<file path="src/sv/mra_pkg.sv">
// mra_pkg: shared widths, command codes and defaults for the register alu
// no dependencies
package mra_pkg;

  localparam int unsigned DataW       = 64;
  localparam int unsigned IdxW        = 5;
  localparam int unsigned CmdW        = 4;
  localparam int unsigned RegCountDef = 32;

  typedef enum logic [CmdW-1:0] {
    CMD_ADD32 = 4'd0,
    CMD_ADD64 = 4'd1,
    CMD_SUB32 = 4'd2,
    CMD_SUB64 = 4'd3,
    CMD_AND   = 4'd4,
    CMD_OR    = 4'd5,
    CMD_XOR   = 4'd6,
    CMD_NOR   = 4'd7,
    CMD_SLT   = 4'd8,
    CMD_SLTU  = 4'd9,
    CMD_LOAD  = 4'd10
  } cmd_e;

endpackage

</file>
<file path="src/sv/mra_if.sv">
// mra_if: valid/ready channel interfaces for alu commands and results
// depends on mra_pkg
interface mra_in_if;
  logic                      valid;
  logic                      ready;
  logic [mra_pkg::CmdW-1:0]  command;
  logic [mra_pkg::IdxW-1:0]  source_a_index;
  logic [mra_pkg::IdxW-1:0]  source_b_index;
  logic [mra_pkg::IdxW-1:0]  dest_index;
  logic [mra_pkg::DataW-1:0] load_value;

  modport source (output valid, command, source_a_index, source_b_index, dest_index,
                  load_value, input ready);
  modport sink (input valid, command, source_a_index, source_b_index, dest_index,
                load_value, output ready);
endinterface

interface mra_out_if;
  logic                      valid;
  logic                      ready;
  logic [mra_pkg::DataW-1:0] result_value;
  logic [mra_pkg::IdxW-1:0]  result_dest;
  logic                      wrote;

  modport source (output valid, result_value, result_dest, wrote, input ready);
  modport sink (input valid, result_value, result_dest, wrote, output ready);
endinterface

</file>
<file path="src/sv/mra_ram.sv">
// mra_ram: generic ram, one write port, two registered read ports
// no dependencies
module mra_ram #(
  parameter int unsigned Width = 64,
  parameter int unsigned Depth = 32,
  localparam int unsigned AddrW = (Depth > 1) ? $clog2(Depth) : 1
) (
  input  logic             clk_i,
  input  logic             we_i,
  input  logic [AddrW-1:0] waddr_i,
  input  logic [Width-1:0] wdata_i,
  input  logic             re_i,
  input  logic [AddrW-1:0] raddr_a_i,
  input  logic [AddrW-1:0] raddr_b_i,
  output logic [Width-1:0] rdata_a_o,
  output logic [Width-1:0] rdata_b_o
);

  logic [Width-1:0] mem_q [Depth];
  logic [Width-1:0] rdata_a_q;
  logic [Width-1:0] rdata_b_q;

  always_ff @(posedge clk_i) begin
    if (we_i) begin
      mem_q[waddr_i] <= wdata_i;
    end
    if (re_i) begin
      rdata_a_q <= mem_q[raddr_a_i];
      rdata_b_q <= mem_q[raddr_b_i];
    end
  end

  assign rdata_a_o = rdata_a_q;
  assign rdata_b_o = rdata_b_q;

endmodule

</file>
<file path="src/sv/mra_alu.sv">
// mra_alu: combinational 64-bit integer operation on two operands
// depends on mra_pkg
module mra_alu (
  input  mra_pkg::cmd_e             cmd_i,
  input  logic [mra_pkg::DataW-1:0] op_a_i,
  input  logic [mra_pkg::DataW-1:0] op_b_i,
  input  logic [mra_pkg::DataW-1:0] load_value_i,
  output logic [mra_pkg::DataW-1:0] value_o,
  output logic                      known_o
);
  import mra_pkg::*;

  logic [DataW-1:0] sum;
  logic [DataW-1:0] diff;
  logic             lt_s;
  logic             lt_u;

  assign sum  = op_a_i + op_b_i;
  assign diff = op_a_i - op_b_i;
  assign lt_u = op_a_i < op_b_i;
  assign lt_s = $signed(op_a_i) < $signed(op_b_i);

  always_comb begin
    value_o = '0;
    known_o = 1'b1;
    unique case (cmd_i)
      CMD_ADD32: value_o = {{(DataW-32){sum[31]}}, sum[31:0]};
      CMD_ADD64: value_o = sum;
      CMD_SUB32: value_o = {{(DataW-32){diff[31]}}, diff[31:0]};
      CMD_SUB64: value_o = diff;
      CMD_AND:   value_o = op_a_i & op_b_i;
      CMD_OR:    value_o = op_a_i | op_b_i;
      CMD_XOR:   value_o = op_a_i ^ op_b_i;
      CMD_NOR:   value_o = ~(op_a_i | op_b_i);
      CMD_SLT:   value_o = {{(DataW-1){1'b0}}, lt_s};
      CMD_SLTU:  value_o = {{(DataW-1){1'b0}}, lt_u};
      CMD_LOAD:  value_o = load_value_i;
      default:   known_o = 1'b0;
    endcase
  end

endmodule

</file>
<file path="src/sv/mips64_register_alu.sv">
// Register-register integer alu with a RegCount x 64-bit register file. One
// transaction is accepted every cycle unless the operand stage is full and the
// output register holds a stalled result. On its way to the output, the
// register file read ports are registered, then the operation result is
// registered at the output. A result that writes a register is forwarded to
// the transaction read in the same cycle, so back-to-back dependent commands
// see the new value. Register 0 and indexes at or above RegCount read as
// zero and are never written. Reset clears the register file at once through
// a valid bit for each entry, so no clearing pass is needed.
// depends on mra_pkg, mra_if, mra_ram, mra_alu
module mips64_register_alu #(
  parameter int unsigned RegCount = mra_pkg::RegCountDef
) (
  input  logic      clk_i,
  input  logic      rst_ni,
  mra_in_if.sink    alu_in_i,
  mra_out_if.source alu_out_o
);
  import mra_pkg::*;

  localparam int unsigned AddrW = (RegCount > 1) ? $clog2(RegCount) : 1;

  function automatic logic idx_in_range(input logic [IdxW-1:0] idx);
    return {{(32-IdxW){1'b0}}, idx} < 32'(RegCount);
  endfunction

  logic             in_accept;
  logic             out_free;
  logic             s1_adv;

  logic             s1_vld_q;
  cmd_e             s1_cmd_q;
  logic [IdxW-1:0]  s1_dest_q;
  logic [DataW-1:0] s1_load_q;
  logic             fwd_a_q;
  logic             fwd_b_q;
  logic             vld_a_q;
  logic             vld_b_q;
  logic [DataW-1:0] fwd_val_q;

  logic [RegCount-1:0] valid_q;

  logic             out_vld_q;
  logic [DataW-1:0] out_value_q;
  logic [IdxW-1:0]  out_dest_q;
  logic             out_wrote_q;

  logic [DataW-1:0] rdata_a;
  logic [DataW-1:0] rdata_b;
  logic [DataW-1:0] op_a;
  logic [DataW-1:0] op_b;
  logic [DataW-1:0] alu_val;
  logic             alu_known;
  logic             ram_we;
  logic             vld_a_d;
  logic             vld_b_d;

  assign out_free       = !out_vld_q || alu_out_o.ready;
  assign s1_adv         = s1_vld_q && out_free;
  assign alu_in_i.ready = !s1_vld_q || out_free;
  assign in_accept      = alu_in_i.valid && alu_in_i.ready;

  assign ram_we = s1_adv && alu_known && (s1_dest_q != '0) && idx_in_range(s1_dest_q);

  mra_ram #(
    .Width(DataW),
    .Depth(RegCount)
  ) u_regfile (
    .clk_i    (clk_i),
    .we_i     (ram_we),
    .waddr_i  (s1_dest_q[AddrW-1:0]),
    .wdata_i  (alu_val),
    .re_i     (in_accept),
    .raddr_a_i(alu_in_i.source_a_index[AddrW-1:0]),
    .raddr_b_i(alu_in_i.source_b_index[AddrW-1:0]),
    .rdata_a_o(rdata_a),
    .rdata_b_o(rdata_b)
  );

  assign vld_a_d = idx_in_range(alu_in_i.source_a_index)
                   && valid_q[alu_in_i.source_a_index[AddrW-1:0]];
  assign vld_b_d = idx_in_range(alu_in_i.source_b_index)
                   && valid_q[alu_in_i.source_b_index[AddrW-1:0]];

  assign op_a = fwd_a_q ? fwd_val_q : (vld_a_q ? rdata_a : '0);
  assign op_b = fwd_b_q ? fwd_val_q : (vld_b_q ? rdata_b : '0);

  mra_alu u_alu (
    .cmd_i       (s1_cmd_q),
    .op_a_i      (op_a),
    .op_b_i      (op_b),
    .load_value_i(s1_load_q),
    .value_o     (alu_val),
    .known_o     (alu_known)
  );

  // control state
  always_ff @(posedge clk_i or negedge rst_ni) begin
    if (!rst_ni) begin
      s1_vld_q  <= 1'b0;
      out_vld_q <= 1'b0;
      valid_q   <= '0;
    end else begin
      if (alu_in_i.ready) begin
        s1_vld_q <= alu_in_i.valid;
      end
      if (out_free) begin
        out_vld_q <= s1_vld_q;
      end
      if (ram_we) begin
        valid_q[s1_dest_q[AddrW-1:0]] <= 1'b1;
      end
    end
  end

  // operand stage payload
  always_ff @(posedge clk_i) begin
    if (in_accept) begin
      s1_cmd_q  <= cmd_e'(alu_in_i.command);
      s1_dest_q <= alu_in_i.dest_index;
      s1_load_q <= alu_in_i.load_value;
      vld_a_q   <= vld_a_d;
      vld_b_q   <= vld_b_d;
      fwd_a_q   <= ram_we && (s1_dest_q == alu_in_i.source_a_index);
      fwd_b_q   <= ram_we && (s1_dest_q == alu_in_i.source_b_index);
      fwd_val_q <= alu_val;
    end
  end

  // result register
  always_ff @(posedge clk_i) begin
    if (s1_adv) begin
      out_value_q <= alu_val;
      out_dest_q  <= s1_dest_q;
      out_wrote_q <= ram_we;
    end
  end

  assign alu_out_o.valid        = out_vld_q;
  assign alu_out_o.result_value = out_value_q;
  assign alu_out_o.result_dest  = out_dest_q;
  assign alu_out_o.wrote        = out_wrote_q;

endmodule

</file>
<file path="src/flat_wrapper.sv">
// flat-port wrapper written by rule: the top's interface ports become plain ports
module mips64_register_alu_flat import mra_pkg::*;
#(
  parameter int unsigned RegCount = mra_pkg::RegCountDef
)
  (clk_i, rst_ni, alu_in_i_valid, alu_in_i_command, alu_in_i_source_a_index, alu_in_i_source_b_index, alu_in_i_dest_index, alu_in_i_load_value, alu_in_i_ready, alu_out_o_valid, alu_out_o_result_value, alu_out_o_result_dest, alu_out_o_wrote, alu_out_o_ready);
  mra_in_if alu_in_i_i ();
  mra_out_if alu_out_o_i ();
  input  logic clk_i;
  input  logic rst_ni;
  input wire logic [$bits(alu_in_i_i.valid)-1:0] alu_in_i_valid;
  input wire logic [$bits(alu_in_i_i.command)-1:0] alu_in_i_command;
  input wire logic [$bits(alu_in_i_i.source_a_index)-1:0] alu_in_i_source_a_index;
  input wire logic [$bits(alu_in_i_i.source_b_index)-1:0] alu_in_i_source_b_index;
  input wire logic [$bits(alu_in_i_i.dest_index)-1:0] alu_in_i_dest_index;
  input wire logic [$bits(alu_in_i_i.load_value)-1:0] alu_in_i_load_value;
  output wire logic [$bits(alu_in_i_i.ready)-1:0] alu_in_i_ready;
  output wire logic [$bits(alu_out_o_i.valid)-1:0] alu_out_o_valid;
  output wire logic [$bits(alu_out_o_i.result_value)-1:0] alu_out_o_result_value;
  output wire logic [$bits(alu_out_o_i.result_dest)-1:0] alu_out_o_result_dest;
  output wire logic [$bits(alu_out_o_i.wrote)-1:0] alu_out_o_wrote;
  input wire logic [$bits(alu_out_o_i.ready)-1:0] alu_out_o_ready;
  assign alu_in_i_i.valid = alu_in_i_valid;
  assign alu_in_i_i.command = alu_in_i_command;
  assign alu_in_i_i.source_a_index = alu_in_i_source_a_index;
  assign alu_in_i_i.source_b_index = alu_in_i_source_b_index;
  assign alu_in_i_i.dest_index = alu_in_i_dest_index;
  assign alu_in_i_i.load_value = alu_in_i_load_value;
  assign alu_in_i_ready = alu_in_i_i.ready;
  assign alu_out_o_valid = alu_out_o_i.valid;
  assign alu_out_o_result_value = alu_out_o_i.result_value;
  assign alu_out_o_result_dest = alu_out_o_i.result_dest;
  assign alu_out_o_wrote = alu_out_o_i.wrote;
  assign alu_out_o_i.ready = alu_out_o_ready;
  mips64_register_alu #(.RegCount(RegCount)) u_core (.clk_i(clk_i), .rst_ni(rst_ni), .alu_in_i(alu_in_i_i), .alu_out_o(alu_out_o_i));
endmodule
</file>
<file path="config.mk">
export PLATFORM = sky130hd
export DESIGN_NAME = mips64_register_alu_flat
export DESIGN_NICKNAME = d
export VERILOG_FILES = /design/src/sv/mra_pkg.sv /design/src/sv/mra_if.sv /design/src/sv/mra_ram.sv /design/src/sv/mra_alu.sv /design/src/sv/mips64_register_alu.sv /design/src/flat_wrapper.sv
export SDC_FILE = /design/constraint.sdc
export NUM_CORES = 2
export LEC_CHECK = 0
export BUFFER_PORTS_ARGS = -buffer_cell sky130_fd_sc_hd__buf_2
export CAP_MARGIN = 20
export CORE_UTILIZATION = 45
export DETAILED_ROUTE_END_ITERATION = 16
export GPL_TIMING_DRIVEN = 0
export PLACE_DENSITY = 0.58
export SLEW_MARGIN = 10
export SYNTH_ARGS = -nofsm -noshare
export SYNTH_HDL_FRONTEND = slang
export SYNTH_SLANG_ARGS = --single-unit
export TNS_END_PERCENT = 50
</file>
<file path="constraint.sdc">
create_clock -name clk_i -period 6.6 [get_ports clk_i]
set_input_delay 1.32 -clock clk_i [delete_from_list [all_inputs] [get_ports clk_i]]
set_output_delay 1.32 -clock clk_i [all_outputs]
set_load 0.02 [all_outputs]
</file>
==> impl_summary.md <==
Placement
The final HPWL from detailed placement is 337000 microns. Input and output buffers added on the ports amount to 148. The global placer's final weighted congestion is 0.995.

Once placement finished, the instance area stood at roughly 130000 sq um.

Synthesis
Ranked by instance count, the synthesized netlist is headed by edfxtp_1, mux4_2, clkbuf_1, ha_1, nor2_1. The post-synthesis instance area is 118000 sq um. Each instance of the synthesized netlist takes up on average 18.9 sq um. The top flip-flop cell by instance count after synthesis is edfxtp_1.

Of the total synthesized cell area, the portion taken by XOR and XNOR cells is 0.00305. The cell count after synthesis is 6244. The number of synthesized flops with an enable pin is 2387. The adder and majority gate portion of the synthesized area is 0.0222. Counting distinct cell types in the post-synthesis netlist gives 80. The portion of synthesized area spent on multiplexers is 0.262. The number of warnings issued by yosys is 0. In the post-synthesis netlist, the cell with the most instances is edfxtp_1.

Sorting the synthesized cells by area gives the leading types as edfxtp_1, mux4_2, ha_1. Of the synthesized area, sequential elements account for 0.616. The synthesized design contains 2421 register bits. The share of synthesized cell area in and, or, nand and nor gates is 0.0270.

The top cell type's share of synthesized area is 0.609. After synthesis, the share of flip-flops with an asynchronous set or reset is 0.0140. Summed over all instances, the cell type with the most area after synthesis is edfxtp_1. The post-synthesis compound-gate area fraction was 0.0490.

After synthesis, the largest family of logic cells by area is multiplexers.

Floorplan
The starting density of the core is 0.453. Pin placement for this block handled 159 I/O pins. In this run the horizontal extent of the chip is 514 microns.

The area of the core region is 260000 sq um. The floorplan step set the die height to around 510 microns. The placement row count is around 190.

The die covers 264000 sq um.

Power and ir drop
The switching power summed over all nets is around 0.012 W. IR analysis of the VDD net gives a maximum drop of 0.000222 V. The cell area power density is 302 nW/um^2.

The share of power burned in combinational logic is 0.197. The net switching fraction of the power is 0.287. The share of total power dissipated in sequential elements is 0.453. The clock group share of total power is 0.351. For this design the static power due to leakage is ~46 nW. Internal power comes to roughly 0.03 W.

Routing
The remaining antenna violation count after routing is 0. The final wirelength is 468000 microns. The routed length per instance is approximately 43 microns. Across all layers, the routed design uses around 76000 vias. In the routed design, unresolved DRC markers number 0. For this block, the initial DRC count from the detailed router was 13200. For this run, the detailed router's first-pass iteration total came to 10. The per-cell via count in the routed design is 7.01.

Setup path
The class of the most critical setup path is register to register. The sort of element at the end of the critical path is a register. The origin of the critical flop-to-flop path is u_core.fwd_b_q. At the worst endpoint, the required time is 7.10 ns.

Measured in cells, the most critical reg-to-reg path has a length of 18. The endpoint identified for the worst register-to-register timing path is u_core.alu_out_o.result_value[53]. At the worst endpoint, the arrival time is 7.08 ns.

Of all nets on the critical path, the largest fanout is 17. The setup slack of the most critical reg-to-reg path is between 0.02 and 0.03 ns. STA classifies the critical path startpoint as a register.

Global routing
Entering global routing, the biggest net connects 58 pins. The via count of the first global-routing pass is 73700. The overflow left after global routing is 0. The overall track demand over capacity in global routing is 0.353.

The global-route wire length before repair is 628000 microns. The number of antenna violations at the first check in global routing is 37.

Clocking
The total clock sinks is 2421. The latest clock arrival within the worst-skew pair is 0.88 ns. The deepest clock path buffer count is 4. The tree is rooted in a clkbuf_16. The clock tree from TritonCTS is yes. The number of buffers created by CTS is 271. The H-tree depth reported by CTS is 5. Buffers inserted to repair hold after CTS numbered 0. After clock tree synthesis, the clock-pin slew on the worst setup and hold paths is 0.06 ns.

Layout
In the final layout, the share of cells above drive strength 1 is 0.357. The final instance area is 139000 sq um. The final layout contains approximately 7400 nets. The area growth from synthesis to layout is 18.4%.

Timing
On the final layout, the worst clock skew is approximately 0.076 ns. The number of slew-limit violations in the final report came to 0. The total negative slack for setup checks is 0 ns. Setup violations remaining at the end of the flow were counted as 0. For this run, the top clock speed supported by timing is around 0.15 GHz. The total count of hold-check failures in the final report is 0. At the pin with the least slew margin, the transition time is 1.32 ns. Of the available clock period, the critical path in the final layout requires 0.996. Headroom to the max-slew limit came out at 0.122. Setup repair after global routing could not meet its margin everywhere. Counting I/O delays and the setup requirement, the final critical path takes ~6.6 ns.

Outcome
The flow ran to the end, and the final reports show no timing, DRC or antenna violations.

Job
The number of maximum-capacitance violations is 0.

Min path
The worst min-delay path category is register to register. The hold-critical path depth is 1. The startpoint of the lowest-slack hold path is u_core.valid_q[31].

For hold timing, the worst endpoint is u_core.valid_q[31].
## timing repair
action | CTS | global route
buffers inserted | 19 | 2
hold endpoints to repair | 0 | 0
cloned | 1 | 0
resized for setup | 56 | 19
endpoints found under the setup margin | 1735 | 571
pin swaps | 5 | 3
## critical path, stage by stage (launching register included)
cell and delay (ns):
edfxtp_1 0.46, clkbuf_2 0.27, nor2b_1 0.16, clkbuf_1 0.32, clkbuf_4 0.37, a22o_1 0.22
ha_1 0.14, clkbuf_1 0.53, inv_1 0.21, a21oi_1 0.41, o311ai_1 0.30, a311oi_2 0.52
a311oi_2 0.17, o21ai_0 0.44, o311ai_2 0.24, a31oi_1 0.53, nor2_1 0.15, nor3_4 0.51
nor2_4 0.25
## worst max path at each step
stage	startpoint	endpoint	slack, ns	cells past startpoint
after floorplan	alu_out_o_ready	u_core.u_regfile.mem_q[28][0]	-0.79	7
after global placement	alu_out_o_ready	u_core.valid_q[12]	-12.31	9
after detailed placement	u_core.fwd_a_q	u_core.u_regfile.mem_q[24][39]	-2.27	19
after CTS	u_core.fwd_b_q	u_core.fwd_val_q[45]	0.08	19
after global routing	u_core.fwd_b_q	u_core.u_regfile.mem_q[29][62]	-0.02	19
final	u_core.fwd_b_q	u_core.alu_out_o.result_value[53]	0.03	18
## cell usage in the layout (no fill, tap or decap), drive strengths merged, types with 45 or more instances in the layout
cell / synthesis / routed
a22oi: 50 / 50
buf: 117 / 688
conb: 1 / 64
o21ai: 145 / 145
nand2: 145 / 145
a21oi: 202 / 202
clkbuf: 341 / 676
a222oi: 45 / 45
inv: 192 / 208
edfxtp: 2387 / 2387
mux4: 1300 / 1300
ha: 206 / 206
clkinv: 0 / 91
a22o: 79 / 79
nor2: 203 / 204
mux2: 131 / 131
## power by group through the flow
stage / logic [W] / registers [W] / clock network, W
3_3_place_gp: 0.00692 / 0.0196 / 0
4_1_cts: 0.00803 / 0.0190 / 0.0148
5_1_grt: 0.00857 / 0.0191 / 0.0154
2_1_floorplan: 0.00402 / 0.0194 / 0
6_report: 0.00827 / 0.0190 / 0.0147
3_5_place_dp: 0.00787 / 0.0194 / 0
## state kept, by name, summed over array words and instances (netlist names), 4 cells and up
name                           flops
u_core.u_regfile.mem_q          2048
u_core.alu_out_o.result_value     64
u_core.fwd_val_q                  64
u_core.s1_load_q                  64
u_core.u_regfile.rdata_a_o        64
u_core.u_regfile.rdata_b_o        64
u_core.valid_q                    32
u_core.alu_out_o.result_dest       5
u_core.s1_dest_q                   5
u_core.s1_cmd_q                    4
## layer usage
layer / GRT usage / vias up / wire length, microns
met5: 0 / - / 124
met1: 0.502 / 41000 / 180000
met3: 0.0935 / 967 / 59600
met2: 0.515 / 5690 / 204000
li1: - / 28600 / -
met4: 0.152 / 16 / 23300
## through the flow
stage / instances / utilization / hold slack (ns) / power [W] / worst slack, ns
6_report: 10900 / 0.536 / 0.488 / 0.0421 / 0.0265
3_3_place_gp: 9951 / 0.474 / 0.452 / 0.0266 / -12.31
4_1_cts: 10800 / 0.534 / 0.489 / 0.0419 / 0.0769
2_1_floorplan: 6307 / - / 0.424 / 0.0234 / -0.789
3_5_place_dp: 10300 / 0.501 / 0.475 / 0.0272 / -2.27
5_1_grt: 10900 / 0.536 / 0.500 / 0.0430 / -0.0222
## cell type report
class	instances	area [sq um]
fill	20300	121000
sequential	2421	72500
multi-input combinational	3237	43800
timing repair buffer	572	7670
clock buffer	335	7160
tap	3496	4370
buffer	458	1900
clock inverter	130	1220
inverter	192	721
antenna	41	103
## cell families after synthesis
kind of cell	count (synthesis)
AND/OR/NAND/NOR	652
XOR/XNOR	41
multiplexers	1439
buffers and inverters	650
AO/OA/AOI/OAI	832
other	1
flip-flops	2421
adder cells (fa/ha/maj)	208
Power figures use the tool's default switching activity.
